### src/rtl/gbdet_pkg.sv
package gbdet_pkg;

   localparam int unsigned CNT_W     = 16;
   localparam int unsigned COUNT_MAX = 65535;

   localparam logic [7:0] ASCII_LIM   = 8'h80;
   localparam logic [7:0] LEAD_LO     = 8'hA1;
   localparam logic [7:0] LEAD_HI     = 8'hF7;
   localparam logic [7:0] TRAIL_LO    = 8'hA1;
   localparam logic [7:0] TRAIL_HI    = 8'hFE;
   localparam logic [7:0] SYMBOL_LO   = 8'hA1;
   localparam logic [7:0] SYMBOL_HI   = 8'hA9;
   localparam logic [7:0] COMMON_LO   = 8'hB0;
   localparam logic [7:0] COMMON_HI   = 8'hD7;
   localparam logic [7:0] RARE_LO     = 8'hD8;
   localparam logic [7:0] RARE_HI     = 8'hF7;

   typedef logic [CNT_W-1:0] count_type;

   typedef struct packed {
      logic ascii;
      logic symbol;
      logic common;
      logic rare;
      logic invalid;
      logic pend_set;
      logic pend_clr;
   } bump_type;

   typedef struct packed {
      count_type ascii;
      count_type symbol;
      count_type common;
      count_type rare;
      count_type invalid;
      count_type total;
   } totals_type;

   function automatic count_type sat_inc(count_type c, logic b);
      count_type r;
      r = c;
      if (b && (c < count_type'(COUNT_MAX))) begin
         r = c + count_type'(1);
      end
      return r;
   endfunction

endpackage

### src/rtl/gbdet_classify.sv
module gbdet_classify
   import gbdet_pkg::*;
(
   input  logic       pending,
   input  logic [7:0] lead,
   input  logic [7:0] data,
   output bump_type   bump
);

   logic trail_ok;

   assign trail_ok = (data >= TRAIL_LO) && (data <= TRAIL_HI);

   always_comb begin
      bump = '0;
      if (pending) begin
         bump.pend_clr = 1'b1;
         if (trail_ok) begin
            if (lead >= SYMBOL_LO && lead <= SYMBOL_HI) begin
               bump.symbol = 1'b1;
            end else if (lead >= COMMON_LO && lead <= COMMON_HI) begin
               bump.common = 1'b1;
            end else if (lead >= RARE_LO && lead <= RARE_HI) begin
               bump.rare = 1'b1;
            end else begin
               bump.invalid = 1'b1;
            end
         end else begin
            // drop the bad trail byte, count the pair as invalid
            bump.invalid = 1'b1;
         end
      end else if (data >= LEAD_LO && data <= LEAD_HI) begin
         bump.pend_set = 1'b1;
      end else if (data < ASCII_LIM) begin
         bump.ascii = 1'b1;
      end
   end

endmodule

### src/rtl/gbdet_tally.sv
module gbdet_tally
   import gbdet_pkg::*;
(
   input  logic       clock,
   input  logic       reset,
   input  logic       step,
   input  logic [7:0] data,
   input  logic       last,
   output totals_type tot_next,
   output logic       guess
);

   logic       pending_ff, pending_in;
   logic [7:0] lead_ff, lead_in;
   totals_type tot_ff, tot_in;
   bump_type   bump;

   logic [CNT_W:0]   common2;
   logic [CNT_W:0]   cr_sum;
   logic [CNT_W+1:0] cr2;

   gbdet_classify u_classify (
      .pending (pending_ff),
      .lead    (lead_ff),
      .data    (data),
      .bump    (bump)
   );

   always_comb begin
      tot_next.total   = sat_inc(tot_ff.total, 1'b1);
      tot_next.ascii   = sat_inc(tot_ff.ascii, bump.ascii);
      tot_next.symbol  = sat_inc(tot_ff.symbol, bump.symbol);
      tot_next.common  = sat_inc(tot_ff.common, bump.common);
      tot_next.rare    = sat_inc(tot_ff.rare, bump.rare);
      tot_next.invalid = sat_inc(tot_ff.invalid, bump.invalid);
   end

   assign common2 = {tot_next.common, 1'b0};
   assign cr_sum  = {1'b0, tot_next.common} + {1'b0, tot_next.rare};
   assign cr2     = {cr_sum, 1'b0};
   assign guess   = (common2 > {1'b0, tot_next.total}) || (cr2 > {2'b00, tot_next.total});

   always_comb begin
      pending_in = pending_ff;
      lead_in    = lead_ff;
      tot_in     = tot_ff;
      if (step) begin
         if (last) begin
            // buffer done: start the next one from zero
            pending_in = 1'b0;
            lead_in    = '0;
            tot_in     = '0;
         end else begin
            tot_in = tot_next;
            if (bump.pend_set) begin
               pending_in = 1'b1;
               lead_in    = data;
            end else if (bump.pend_clr) begin
               pending_in = 1'b0;
            end
         end
      end
   end

   always_ff @(posedge clock) begin
      if (reset) begin
         pending_ff <= 1'b0;
         lead_ff    <= '0;
         tot_ff     <= '0;
      end else begin
         pending_ff <= pending_in;
         lead_ff    <= lead_in;
         tot_ff     <= tot_in;
      end
   end

endmodule

### src/rtl/gb2312_text_encoding_detector.sv
// Channel   Direction  Handshake          Payload
// req       in         req_valid/stall    req_data_byte, req_last_byte
// rsp       out        rsp_valid/stall    rsp_guess_yes, rsp_*_count
//
// One byte per cycle while no held result stalls the pipe. A byte goes into
// the input register, is then classified and counted, and on the last byte
// the counts and guess land in the result register.
// Synchronous active-high reset clears the pending lead and all counters.
// A held result stalls the whole pipe; otherwise req_stall stays low.
module gb2312_text_encoding_detector
   import gbdet_pkg::*;
(
   input  logic             clock,
   input  logic             reset,
   input  logic             req_valid,
   output logic             req_stall,
   input  logic [7:0]       req_data_byte,
   input  logic             req_last_byte,
   output logic             rsp_valid,
   input  logic             rsp_stall,
   output logic             rsp_guess_yes,
   output logic [CNT_W-1:0] rsp_ascii_count,
   output logic [CNT_W-1:0] rsp_symbol_count,
   output logic [CNT_W-1:0] rsp_common_count,
   output logic [CNT_W-1:0] rsp_rare_count,
   output logic [CNT_W-1:0] rsp_invalid_count
);

   logic       advance;
   logic       s1_valid_ff, s1_valid_in;
   logic [7:0] s1_data_ff;
   logic       s1_last_ff;
   logic       rsp_valid_ff, rsp_valid_in;
   logic       guess_ff;
   totals_type rsp_tot_ff;
   totals_type tot_next;
   logic       guess;
   logic       step;

   // hold everything while a result waits
   assign advance   = !(rsp_valid_ff && rsp_stall);
   assign req_stall = !advance;
   assign step      = advance && s1_valid_ff;

   gbdet_tally u_tally (
      .clock    (clock),
      .reset    (reset),
      .step     (step),
      .data     (s1_data_ff),
      .last     (s1_last_ff),
      .tot_next (tot_next),
      .guess    (guess)
   );

   always_comb begin
      s1_valid_in  = s1_valid_ff;
      rsp_valid_in = rsp_valid_ff;
      if (advance) begin
         s1_valid_in  = req_valid;
         rsp_valid_in = s1_valid_ff && s1_last_ff;
      end
   end

   always_ff @(posedge clock) begin
      if (reset) begin
         s1_valid_ff  <= 1'b0;
         rsp_valid_ff <= 1'b0;
      end else begin
         s1_valid_ff  <= s1_valid_in;
         rsp_valid_ff <= rsp_valid_in;
      end
   end

   always_ff @(posedge clock) begin
      if (advance) begin
         s1_data_ff <= req_data_byte;
         s1_last_ff <= req_last_byte;
      end
      if (step && s1_last_ff) begin
         rsp_tot_ff <= tot_next;
         guess_ff   <= guess;
      end
   end

   assign rsp_valid         = rsp_valid_ff;
   assign rsp_guess_yes     = guess_ff;
   assign rsp_ascii_count   = rsp_tot_ff.ascii;
   assign rsp_symbol_count  = rsp_tot_ff.symbol;
   assign rsp_common_count  = rsp_tot_ff.common;
   assign rsp_rare_count    = rsp_tot_ff.rare;
   assign rsp_invalid_count = rsp_tot_ff.invalid;

endmodule

### config.mk
export PLATFORM = sky130hd
export DESIGN_NAME = gb2312_text_encoding_detector
export DESIGN_NICKNAME = d
export VERILOG_FILES = /design/src/rtl/gbdet_pkg.sv /design/src/rtl/gbdet_classify.sv /design/src/rtl/gbdet_tally.sv /design/src/rtl/gb2312_text_encoding_detector.sv
export SDC_FILE = /design/constraint.sdc
export NUM_CORES = 1
export LEC_CHECK = 0
export BUFFER_PORTS_ARGS = -buffer_cell sky130_fd_sc_hd__buf_2
export CAP_MARGIN = 20
export CORE_UTILIZATION = 45
export DETAILED_ROUTE_END_ITERATION = 8
export GPL_TIMING_DRIVEN = 1
export SLEW_MARGIN = 20
export SYNTH_ARGS = -nofsm -noshare
export SYNTH_HDL_FRONTEND = slang
export SYNTH_SLANG_ARGS = --single-unit
### constraint.sdc
create_clock -name clock -period 13.4 [get_ports clock]
set_clock_uncertainty 0.15 [all_clocks]
set_input_delay 1.34 -clock clock [delete_from_list [all_inputs] [get_ports clock]]
set_output_delay 1.34 -clock clock [all_outputs]
set_load 0.02 [all_outputs]
==> flow_metrics.tcl <==
set metrics [dict create \
    fin_tns_setup_ps 0 \
    rr_startpoint "s1_data_ff[2]" \
    multiInputGateArea_um2 5330 \
    final_cell_count_no_fill 1437 \
    crit_cells 25 \
    hpwlAfterDp_um 17200 \
    grt_max_degree 88 \
    clk_pin_slew_ps 80 \
    slowest_stage "or4_4" \
    synth_edf_count 90 \
    clock_path_buffers 2 \
    die-area_um2 23800 \
    clockRootBuffer "clkbuf_16" \
    post-route-period-util_pct 46.1 \
    drc_errors 0 \
    slew_headroom_pct 33.9 \
    rsz0062_at_grt "false" \
    max_stage_delay_ps 570 \
    worstMarginPinSlew_ps 992 \
    synth_largest_area_cell "edfxtp_1" \
    drt_iter0_drc 498 \
    ys_dominant_reg_cell "dfxtp_1" \
    cts.sinks 197 \
    synth.area.top_cells "edfxtp_1 26%, dfxtp_1 21%, ha_1 6.2%" \
    drive_gt1_share_pct 14.9 \
    endpoint "rsp_guess_yes" \
    post_cts_buffers 0 \
    start_kind "register" \
    place_inst 1405 \
    cts_buffers 17 \
    avgSynthCellArea_um2 9.78 \
    synthCells 1068 \
    synthesis.nets 1134 \
    setup_slack_ps 7230 \
    hold_viol 0 \
    antenna_found_initial 0 \
    design_area_um2 11800 \
    die_h_um 154 \
    reg2reg_depth 25 \
    synthArstFlopShare_pct 0 \
    syn_area_um2 10400 \
    num_vias 8213 \
    crit_family "compound AO/OA/AOI/OAI gates" \
    finish.utilization_pct 51.9 \
    cp-startpoint "s1_data_ff[2]" \
    overflow 0 \
    htree_levels 4 \
    vias_per_cell 5.72 \
    irDropWorstVdd_uv 62.5 \
    synthDistinctLibCells 73 \
    wl_per_cell_um 17.7 \
    hold_buffers 0 \
    grt_use_total_pct 21.8 \
    die_x_um 154 \
    worstSetupPathType "reg2reg" \
    cts_tree "built" \
    clk_latency_ps 440 \
    whs_ps 337 \
    start_util_pct 46.0 \
    antenna_cells 0 \
    placed_cell_area_um2 11200 \
    final.fill_count 2117 \
    yosysSeqAreaShare_pct 46.4 \
    pre_cts_ws_ps 7300 \
    synth.top_cell.area_share_pct 25.9 \
    path_common_cell "a21oi_1" \
    num_rows 55 \
    core_um2 22700 \
    firstDrtPassIters 5 \
    area_growth_pct 12.7 \
    finalSetupViolations 0 \
    min_path_type "reg2reg" \
    p_total_mw 1.22 \
    power_leakage_nw 4.83 \
    r2r_slack_ps 7230 \
    max_freq_mhz 162 \
    cp-end-kind "register" \
    final_common_cell "nor2_1" \
    layout_min_cycle_time_ps 6170 \
    io_buffers 95 \
    path_max_fanout 12 \
    arrival_ps 6200 \
    ys_seq_elements 197 \
    p_per_area_nw_per_um2 104 \
    grt_pass1_wl_um 40500 \
    wl_um 25500 \
    regArea_um2 4840 \
    ios 96 \
    regToRegEndpoint "rsp_guess_yes" \
    nNetsFinal 1205 \
    worstPathRequired_ps 13430 \
    final_cell_mix "147 x nor2_1, 107 x dfxtp_1, 94 x buf_2" \
    yosysWarnings 0 \
    cts_resized 0 \
    drv_cap 0 \
    ant_nets 0 \
    status "complete, no violations" \
    slew_viol_final 0 \
    place.gp.congestion 0.907 \
    grt_pass1_vias 7642 \
    path_buf_inv 3 \
]
[worst min-delay path by stage]
stage | slack [ps] | endpoint | cells past startpoint | from
global placement | 320 | s1_valid_ff | 2 | s1_valid_ff
global route | 370 | s1_valid_ff | 2 | s1_valid_ff
detailed placement | 330 | s1_valid_ff | 2 | s1_valid_ff
floorplan | 290 | s1_valid_ff | 2 | s1_valid_ff
CTS | 340 | s1_valid_ff | 2 | s1_valid_ff
finish | 340 | s1_valid_ff | 2 | s1_valid_ff
[state kept, by name, summed over array words and instances (netlist names)]
register	flops
rsp_rare_count	16
s1_last_ff	1
s1_valid_ff	1
rsp_guess_yes	1
rsp_common_count	16
u_tally.pending_ff	1
rsp_symbol_count	16
rsp_ascii_count	16
u_tally.lead_ff	8
u_tally.tot_ff	96
s1_data_ff	8
rsp_invalid_count	16
rsp_valid	1
[tightest hold or removal path: cells and delay by family, from the launching register on]
kind             cells  cell delay (ps)
AND/OR/NAND/NOR      1               60
AO/OA/AOI/OAI        1               50
flip-flops           1              330
[where the power goes]
| group | internal (mW) | switching (mW) | leakage [nW] |
|---|---|---|---|
| Sequential | 0.632 | 0.00424 | 1.82 |
| Combinational | 0.0113 | 0.0384 | 2.72 |
| Clock | 0.285 | 0.249 | 0.291 |
[synthesized netlist by cell type (all sizes together), types with 4 or more instances]
master,number
a21o,17
a21oi,63
a22oi,72
a31oi,8
and2,13
and3,26
and4,12
buf,5
clkbuf,49
dfxtp,107
edfxtp,90
ha,52
inv,18
mux2,5
mux2i,4
nand2,54
nand2b,6
nand3,44
nand4,28
nor2,148
nor2b,4
nor3,20
nor4,13
o21a,5
o21ai,58
or3,12
xnor2,60
xor2,36
[metal layers]
layer / wire length, µm / global-route usage [%]
met3: 988 / 3.53
met5: 0 / 0
met4: 845 / 9.10
met1: 11700 / 28.7
met2: 11900 / 35.8
[area by class of cell]
cell class | count | area share, %
sequential | 197 | 41.1
clock buffer | 17 | 3.61
timing repair buffer | 106 | 4.76
multi-input combinational | 799 | 45.3
tap | 285 | 3.03
clock inverter | 15 | 1.61
inverter | 18 | 0.584
[kinds of logic (layout without fill, tap and decap cells)]
kind of cell	count (synthesis)	after routing	share of synthesized area, %
AOI/OAI and AO/OA	248	248	15.7
muxes	9	9	0.922
adders and majority gates	53	53	6.42
xor gates and xnor gates	98	98	8.66
DFF	197	197	46.4
buffers and inverters	72	156	2.68
and+or+nand+nor	391	391	19.2
No activity file was read; power rests on OpenSTA's default activity.
